[src/hw/rtl/b64d_pkg.sv]
// Shared types, constants and the symbol lookup for the base64 stream decoder.
// Used by every module of the decoder; depends on nothing.
package b64d_pkg;

  localparam logic [1:0] StatusOk      = 2'd0;
  localparam logic [1:0] StatusBadChar = 2'd1;
  localparam logic [1:0] StatusBadLen  = 2'd2;
  localparam logic [1:0] StatusEmpty   = 2'd3;

  localparam logic [7:0] PadChar = 8'h3D;

  localparam int JobDepth = 4;
  localparam int JobPtrW  = $clog2(JobDepth);

  typedef struct packed {
    logic [7:0] char_in;
    logic       is_final;
  } in_t;

  typedef struct packed {
    logic [7:0] byte_out;
    logic       byte_present;
    logic       message_end;
    logic [1:0] status;
  } out_t;

  typedef struct packed {
    logic [23:0] word;
    logic [1:0]  nbytes;
    logic        fin;
    logic [1:0]  status;
  } job_t;

  typedef struct packed {
    logic       valid;
    logic [5:0] value;
  } sym_t;

  function automatic sym_t sym_lookup(input logic [7:0] c);
    sym_t s;
    s.valid = 1'b1;
    s.value = 6'd0;
    case (c) inside
      [8'h41:8'h5A]: s.value = 6'(c - 8'h41);
      [8'h61:8'h7A]: s.value = 6'(c - 8'h61 + 8'd26);
      [8'h30:8'h39]: s.value = 6'(c - 8'h30 + 8'd52);
      8'h2B:         s.value = 6'd62;
      8'h2F:         s.value = 6'd63;
      default:       s.valid = 1'b0;
    endcase
    return s;
  endfunction

  function automatic logic is_space(input logic [7:0] c);
    return (c == 8'h0D) || (c == 8'h0A) || (c == 8'h09) || (c == 8'h20);
  endfunction

endpackage

[src/hw/rtl/base64_stream_decoder.sv]
// Top level of the base64 stream decoder: front end, job queue, back end.
// Depends on b64d_pkg, b64d_front, b64d_fifo and b64d_back.
//
// Usage:
//   Input channel: one raw character per beat on data_i, with is_final on the
//   last character of a message; a beat is taken when push is high and full
//   is low. CR, LF, tab and space are skipped.
//   Result channel: queue style; while empty is low, data_o holds the oldest
//   result, taken when pop is high. Each completed group of four symbols gives
//   three byte beats; the last beat of a message has message_end set and
//   carries the status (ok, bad character or pad, bad length, empty).
//   On a non-ok status, discard bytes already delivered for that message.
// Timing:
//   One character is accepted per cycle while full is low. The front end
//   classifies it in the cycle it is accepted and writes a job into a
//   four-entry queue; the back end drains one result beat per cycle into the
//   output register while it is empty or popped, so a character's first result
//   goes through a queue entry and then the output register. A character gives
//   at most one beat on average, so the back end keeps pace. If pop stays low
//   the output register and queue fill and full goes high.
// Reset: rst_ni clears all message state, empties the queue and marks the output register empty.
module base64_stream_decoder (
  input  logic           clk_i,
  input  logic           rst_ni,
  input  logic           push,
  output logic           full,
  input  b64d_pkg::in_t  data_i,
  output logic           empty,
  input  logic           pop,
  output b64d_pkg::out_t data_o
);

  logic           accept;
  logic           job_wr;
  logic           job_rd;
  logic           job_empty;
  b64d_pkg::job_t job_in;
  b64d_pkg::job_t job_out;

  assign accept = push && !full;

  b64d_front u_front (
    .clk_i    (clk_i),
    .rst_ni   (rst_ni),
    .accept_i (accept),
    .data_i   (data_i),
    .job_wr_o (job_wr),
    .job_o    (job_in)
  );

  b64d_fifo u_fifo (
    .clk_i     (clk_i),
    .rst_ni    (rst_ni),
    .wr_i      (job_wr),
    .wr_data_i (job_in),
    .full_o    (full),
    .rd_i      (job_rd),
    .rd_data_o (job_out),
    .empty_o   (job_empty)
  );

  b64d_back u_back (
    .clk_i       (clk_i),
    .rst_ni      (rst_ni),
    .job_empty_i (job_empty),
    .job_i       (job_out),
    .job_rd_o    (job_rd),
    .pop         (pop),
    .empty       (empty),
    .data_o      (data_o)
  );

endmodule

[src/hw/rtl/b64d_front.sv]
// Front end: classifies each character, keeps the group state and builds jobs.
// Depends on b64d_pkg.
module b64d_front (
  input  logic            clk_i,
  input  logic            rst_ni,
  input  logic            accept_i,
  input  b64d_pkg::in_t   data_i,
  output logic            job_wr_o,
  output b64d_pkg::job_t  job_o
);

  logic [17:0] group_q, group_d;
  logic [1:0]  fill_q, fill_d;
  logic        pad_q, pad_d;
  logic        err_q, err_d;
  logic        saw_q, saw_d;

  logic [23:0]      word;
  logic [1:0]       nb;
  logic [1:0]       status;
  logic             fin;
  b64d_pkg::sym_t   sym;

  assign fin = data_i.is_final;
  assign sym = b64d_pkg::sym_lookup(data_i.char_in);

  always_comb begin
    group_d = group_q;
    fill_d  = fill_q;
    pad_d   = pad_q;
    err_d   = err_q;
    saw_d   = saw_q;
    word    = 24'd0;
    nb      = 2'd0;
    if (!err_q) begin
      if (pad_q) begin
        if (data_i.char_in == b64d_pkg::PadChar && fin) begin
          if (fill_q == 2'd2) begin
            word   = {group_q[11:0], 12'd0};
            nb     = 2'd1;
            fill_d = 2'd0;
          end else begin
            fill_d = fill_q + 2'd2;
          end
        end else begin
          err_d = 1'b1;
        end
        pad_d = 1'b0;
      end else if (b64d_pkg::is_space(data_i.char_in)) begin
        err_d = err_q;
      end else if (data_i.char_in == b64d_pkg::PadChar) begin
        saw_d = 1'b1;
        if (fin) begin
          if (fill_q == 2'd3) begin
            word   = {group_q, 6'd0};
            nb     = 2'd2;
            fill_d = 2'd0;
          end else begin
            fill_d = fill_q + 2'd1;
          end
        end else begin
          pad_d = 1'b1;
        end
      end else if (sym.valid) begin
        saw_d = 1'b1;
        if (fill_q == 2'd3) begin
          word    = {group_q, sym.value};
          nb      = 2'd3;
          fill_d  = 2'd0;
          group_d = 18'd0;
        end else begin
          group_d = {group_q[11:0], sym.value};
          fill_d  = fill_q + 2'd1;
        end
      end else begin
        err_d = 1'b1;
      end
    end

    if (err_d) begin
      status = b64d_pkg::StatusBadChar;
    end else if (fill_d != 2'd0) begin
      status = b64d_pkg::StatusBadLen;
    end else if (!saw_d) begin
      status = b64d_pkg::StatusEmpty;
    end else begin
      status = b64d_pkg::StatusOk;
    end

    job_o.word   = word;
    job_o.fin    = fin;
    job_o.status = fin ? status : b64d_pkg::StatusOk;
    job_o.nbytes = (fin && status != b64d_pkg::StatusOk) ? 2'd0 : nb;
  end

  assign job_wr_o = accept_i && (fin || job_o.nbytes != 2'd0);

  always_ff @(posedge clk_i or negedge rst_ni) begin
    if (!rst_ni) begin
      group_q <= 18'd0;
      fill_q  <= 2'd0;
      pad_q   <= 1'b0;
      err_q   <= 1'b0;
      saw_q   <= 1'b0;
    end else if (accept_i) begin
      if (fin) begin
        group_q <= 18'd0;
        fill_q  <= 2'd0;
        pad_q   <= 1'b0;
        err_q   <= 1'b0;
        saw_q   <= 1'b0;
      end else begin
        group_q <= group_d;
        fill_q  <= fill_d;
        pad_q   <= pad_d;
        err_q   <= err_d;
        saw_q   <= saw_d;
      end
    end
  end

endmodule

[src/hw/rtl/b64d_fifo.sv]
// Short job queue between front end and back end.
// Depends on b64d_pkg for the job type and depth.
module b64d_fifo (
  input  logic            clk_i,
  input  logic            rst_ni,
  input  logic            wr_i,
  input  b64d_pkg::job_t  wr_data_i,
  output logic            full_o,
  input  logic            rd_i,
  output b64d_pkg::job_t  rd_data_o,
  output logic            empty_o
);

  b64d_pkg::job_t mem_q [b64d_pkg::JobDepth];

  logic [b64d_pkg::JobPtrW-1:0] wptr_q, rptr_q;
  logic [b64d_pkg::JobPtrW:0]   count_q;
  logic                         do_wr, do_rd;

  assign full_o    = (count_q == (b64d_pkg::JobPtrW+1)'(b64d_pkg::JobDepth));
  assign empty_o   = (count_q == '0);
  assign do_wr     = wr_i && !full_o;
  assign do_rd     = rd_i && !empty_o;
  assign rd_data_o = mem_q[rptr_q];

  always_ff @(posedge clk_i) begin
    if (do_wr) begin
      mem_q[wptr_q] <= wr_data_i;
    end
  end

  always_ff @(posedge clk_i or negedge rst_ni) begin
    if (!rst_ni) begin
      wptr_q  <= '0;
      rptr_q  <= '0;
      count_q <= '0;
    end else begin
      if (do_wr) begin
        wptr_q <= wptr_q + 1'b1;
      end
      if (do_rd) begin
        rptr_q <= rptr_q + 1'b1;
      end
      case ({do_wr, do_rd})
        2'b10:   count_q <= count_q + 1'b1;
        2'b01:   count_q <= count_q - 1'b1;
        default: count_q <= count_q;
      endcase
    end
  end

endmodule

[src/hw/rtl/b64d_back.sv]
// Back end: expands each job into result beats and holds the output register.
// Depends on b64d_pkg.
module b64d_back (
  input  logic            clk_i,
  input  logic            rst_ni,
  input  logic            job_empty_i,
  input  b64d_pkg::job_t  job_i,
  output logic            job_rd_o,
  input  logic            pop,
  output logic            empty,
  output b64d_pkg::out_t  data_o
);

  logic           out_valid_q;
  b64d_pkg::out_t out_q, out_d;
  logic [1:0]     idx_q;
  logic [1:0]     cnt;
  logic           last;
  logic           load;

  assign cnt  = (job_i.nbytes == 2'd0) ? 2'd1 : job_i.nbytes;
  assign last = (idx_q == cnt - 2'd1);
  assign load = !job_empty_i && (!out_valid_q || pop);

  assign job_rd_o = load && last;
  assign empty    = !out_valid_q;
  assign data_o   = out_q;

  always_comb begin
    case (idx_q)
      2'd0:    out_d.byte_out = job_i.word[23:16];
      2'd1:    out_d.byte_out = job_i.word[15:8];
      default: out_d.byte_out = job_i.word[7:0];
    endcase
    out_d.byte_present = (job_i.nbytes != 2'd0);
    if (!out_d.byte_present) begin
      out_d.byte_out = 8'd0;
    end
    out_d.message_end = job_i.fin && last;
    out_d.status      = out_d.message_end ? job_i.status : b64d_pkg::StatusOk;
  end

  always_ff @(posedge clk_i) begin
    if (load) begin
      out_q <= out_d;
    end
  end

  always_ff @(posedge clk_i or negedge rst_ni) begin
    if (!rst_ni) begin
      out_valid_q <= 1'b0;
      idx_q       <= 2'd0;
    end else begin
      if (load) begin
        out_valid_q <= 1'b1;
        idx_q       <= last ? 2'd0 : idx_q + 2'd1;
      end else if (pop) begin
        out_valid_q <= 1'b0;
      end
    end
  end

endmodule

[config.mk]
export PLATFORM = sky130hd
export DESIGN_NAME = base64_stream_decoder
export DESIGN_NICKNAME = d
export VERILOG_FILES = /design/src/hw/rtl/b64d_pkg.sv /design/src/hw/rtl/base64_stream_decoder.sv /design/src/hw/rtl/b64d_front.sv /design/src/hw/rtl/b64d_fifo.sv /design/src/hw/rtl/b64d_back.sv
export SDC_FILE = /design/constraint.sdc
export NUM_CORES = 1
export LEC_CHECK = 0
export ABC_AREA = 1
export ABC_CLOCK_PERIOD_IN_PS = 4650
export BUFFER_PORTS_ARGS = -buffer_cell sky130_fd_sc_hd__buf_2
export CORE_MARGIN = 10
export CORE_UTILIZATION = 67
export DETAILED_ROUTE_END_ITERATION = 16
export MAX_ROUTING_LAYER = met4
export PLACE_DENSITY = 0.91
export SLEW_MARGIN = 20
export SYNTH_ARGS = -nofsm -noshare
export SYNTH_HDL_FRONTEND = slang
export SYNTH_SLANG_ARGS = --single-unit
[constraint.sdc]
create_clock -name clk_i -period 4.65 [get_ports clk_i]
set_clock_uncertainty 0.05 [all_clocks]
set_input_delay 0.93 -clock clk_i [delete_from_list [all_inputs] [get_ports clk_i]]
set_output_delay 0.93 -clock clk_i [all_outputs]
set_load 0.005 [all_outputs]
==> results.toml <==
[clocking]
tritoncts = "built"
path_clk_slew_ns = 0.06
hold_buffers = 0
htreeDepth = 4
cts_made_buffers = 17
root_buffer = "clkbuf_16"
cts.sinks = 161
post-cts-setup-buffers = 0
cts_buffer_depth = 2
clkLatencyLatePin_ns = 0.42
cts-resized-gates = 0

[grt]
antenna_found_initial = 0
grt_pass1_wl_mm = 29.83
grtUsageMet1 = 0.2759
grt_busiest_layer = "met2"
use_met3 = 0.04040
grt_max_degree = 39
grt_pass1_vias = 5859
track_usage = 0.2397
overflow = 0
grtUsageMet2 = 0.3931

[worst_setup_path]
critPathSlowestCell = "fa_1"
critPathBufInv = 4
cp_data_required_time_ns = 4.89
r2r_cells = 13
cp.arrival_ns = 4.15
critPathMaxStageDelay_ns = 0.43
r2r-start = "u_fifo.rptr_q[0]"
worst_r2r_endpoint = "u_fifo.count_q[2]"
startpoint_type = "input port"
cp-end-kind = "register"
path_depth = 24
path_delay_family = "simple AND/OR/NAND/NOR gates"
path_cells = "buf_2 > inv_1 > ha_1 > nand2_1 > nand2_1 > nand3_1 > nand2_1 > nand2_2 > nand2_4 > nand4_4 > nand3_1 > inv_2 > or2_1 > nand3_2 > nand2_2 > nand2_2 > nand2_4 > nand2_4 > ha_1 > inv_1 > fa_1 > a21oi_1 > o21ai_0 > xor2_1"
crit_fanout = 9
r2r_slack_ns = 0.93
worstSetupPathType = "in2reg"

[finish]
diodes = 0
num-nets-final = 801
stdcell_count = 921
final_cell_mix = "128 x edfxtp_1, 108 x nand2_1, 99 x nor2_1, 71 x o21ai_0, 63 x inv_1"
syn2layout_area_growth_pct = 11.69
final_common_cell = "edfxtp_1"
drive_gt1_frac = 0.1575
final_area_mm2 = 0.008544

[flow_run]
maxCapViolations = 0

[min_path]
min_to = "u_fifo.count_q[0]"
worstHoldPathType = "reg2reg"
min_from = "u_fifo.count_q[0]"
hold_depth = 1

[placement]
placed_area_mm2 = 0.007928
place_congestion = 0.9209
numPortBuffers = 26
dp.cells = 889
dpl_worst_slack_ns = 0.3691
hpwl_mm = 11.83

[power_and_ir_drop]
clkPwrFrac = 0.278
p_seq_frac = 0.386
pwr_density_cell_mw_per_mm2 = 615.0
switching_power_mw = 1.939
p_leak_nw = 3.407
internal_power_mw = 3.316
ir_drop_uv = 424.0
p_sw_frac = 0.3689
p_comb_frac = 0.337

[floorplan]
die_h_um = 126.9
dieArea_mm2 = 0.01609
start_util = 0.6935
core_mm2 = 0.01103
ios = 27
die_w_um = 126.9
num_rows = 38

[sta]
fin_crit_sh = 0.8393
period_minus_slack_ns = 3.903
hold_viol_final = 0
relSlewSlack = 0.4694
rsz0062_at_grt = "false"
setup_viol = 0
final.setup.tns_ns = 0
setup_ws_ns = 0.7473
fmax_ghz = 0.2562
slew_violations = 0
tightest_slew_ns = 0.7959

[logic_synthesis]
synth_cell_type_count = 39
synth-simple-area-share = 0.1704
synth_top_area_share = 0.5025
synth_compound_area_frac = 0.1232
synth_top_area_cell = "edfxtp_1"
yosys_register_bits = 161
synth_top_family_by_area = "simple AND/OR/NAND/NOR gates"
syn-cell-area_mm2 = 0.007650
synth_xor_area_frac = 0.009159
ys_seq_area_frac = 0.6104
syn_area_per_cell_um2 = 10.38
syn_nets = 770
synthMuxAreaShare = 0
syn-instance-count = 737
netlist_top_cells_area = "edfxtp_1 50%, dfrtp_1 11%, nand2_1 5.3%"
synth_fa_ha_area_frac = 0.03369
yosys_warnings = 0

[drt]
drtIter0Drc = 988
wl_per_cell_um = 20.71
drt_wl_total_mm = 19.08
drt_first_pass_iters = 5
ant_nets = 0
drc = 0
vias = 5800
viasPerCell = 6.298

[status]
run_status = "finished clean"
[synthesized netlist by cell type]
master,n
edfxtp_1,128
nand2_1,108
nor2_1,99
o21ai_0,71
inv_1,63
nand3_1,37
o22ai_1,37
dfrtp_1,33
a21oi_1,29
clkbuf_1,19
ha_1,19
inv_2,14
nand2_2,12
o22ai_2,10
nor3_1,8
xor2_1,6
nor2_2,5
nor2_4,5
nand2_4,4
nand3_2,3
a31oi_1,2
a32oi_1,2
buf_1,2
buf_4,2
clkinv_1,2
nand4_1,2
o21ai_1,2
xnor2_1,2
a21boi_4,1
a21oi_2,1
buf_2,1
buf_6,1
fa_1,1
nand3_4,1
nand4_4,1
o221ai_1,1
o311ai_1,1
or2_1,1
or2_2,1
[registers in the layout (all words and copies together), names as in the netlist]
register / flops
u_front.group_q: 18
u_front.saw_q: 1
u_fifo.count_q: 3
u_front.fill_q: 2
u_front.pad_q: 1
u_fifo.wptr_q: 2
u_fifo.mem_q: 116
u_fifo.rptr_q: 2
u_back.out_valid_q: 1
u_back.idx_q: 2
u_front.err_q: 1
u_back.data_o: 12
[cell families after synthesis]
family,after synthesis
adder cells (fa/ha/maj),20
AO/OA/AOI/OAI,157
flip-flops,161
buffers and inverters,104
AND/OR/NAND/NOR,287
XOR/XNOR,8
[final cells by class]
type	instances	area (um^2)
multi-input cells	472	2574
clock inverters	14	187.7
repair buffers	37	212.7
fillers	637	2486
flip-flops and latches	161	4669
clock buffers	18	429.2
well taps	140	175.2
inverters	79	296.5
[power by group through the flow]
stage                     logic, mW  registers [mW]  clock network, mW
final                          1.77            2.03               1.46
after global routing           1.94            2.04               1.52
after CTS                      1.74            2.02               1.45
after detailed placement       1.69            2.04                  0
after global placement         1.59            2.02                  0
after floorplan                1.19            1.99                  0
[worst max-delay path by stage]
stage,from,to,slack [ns]
final,data_i[3],u_fifo.count_q[2],0.75
after global routing,data_i[3],u_fifo.count_q[2],0.49
after CTS,data_i[3],u_fifo.count_q[2],0.79
after detailed placement,data_i[3],u_fifo.count_q[2],0.37
after global placement,data_i[3],u_fifo.count_q[2],0.42
after floorplan,data_i[3],u_fifo.mem_q[0][0],0.83
[routing by layer]
metal / wire length [um] / vias up / part of all wire
met1: 7091 / 2774 / 0.37
met4: 629 / 0 / 0.033
met5: 0 / - / 0
met2: 9793 / 364 / 0.51
li1: - / 2605 / -
met3: 1560 / 57 / 0.082
[stage by stage]
| stage | util | power (mW) | hold slack, ns |
|---|---|---|---|
| 2_1_floorplan | - | 3.177 | 0.4186 |
| 3_3_place_gp | 0.7187 | 3.612 | 0.4393 |
| 3_5_place_dp | 0.7187 | 3.727 | 0.4555 |
| 4_1_cts | 0.7746 | 5.217 | 0.4667 |
| 5_1_grt | 0.7746 | 5.505 | 0.4762 |
| 6_report | 0.7746 | 5.255 | 0.4674 |
Power figures use the tool's default switching activity.
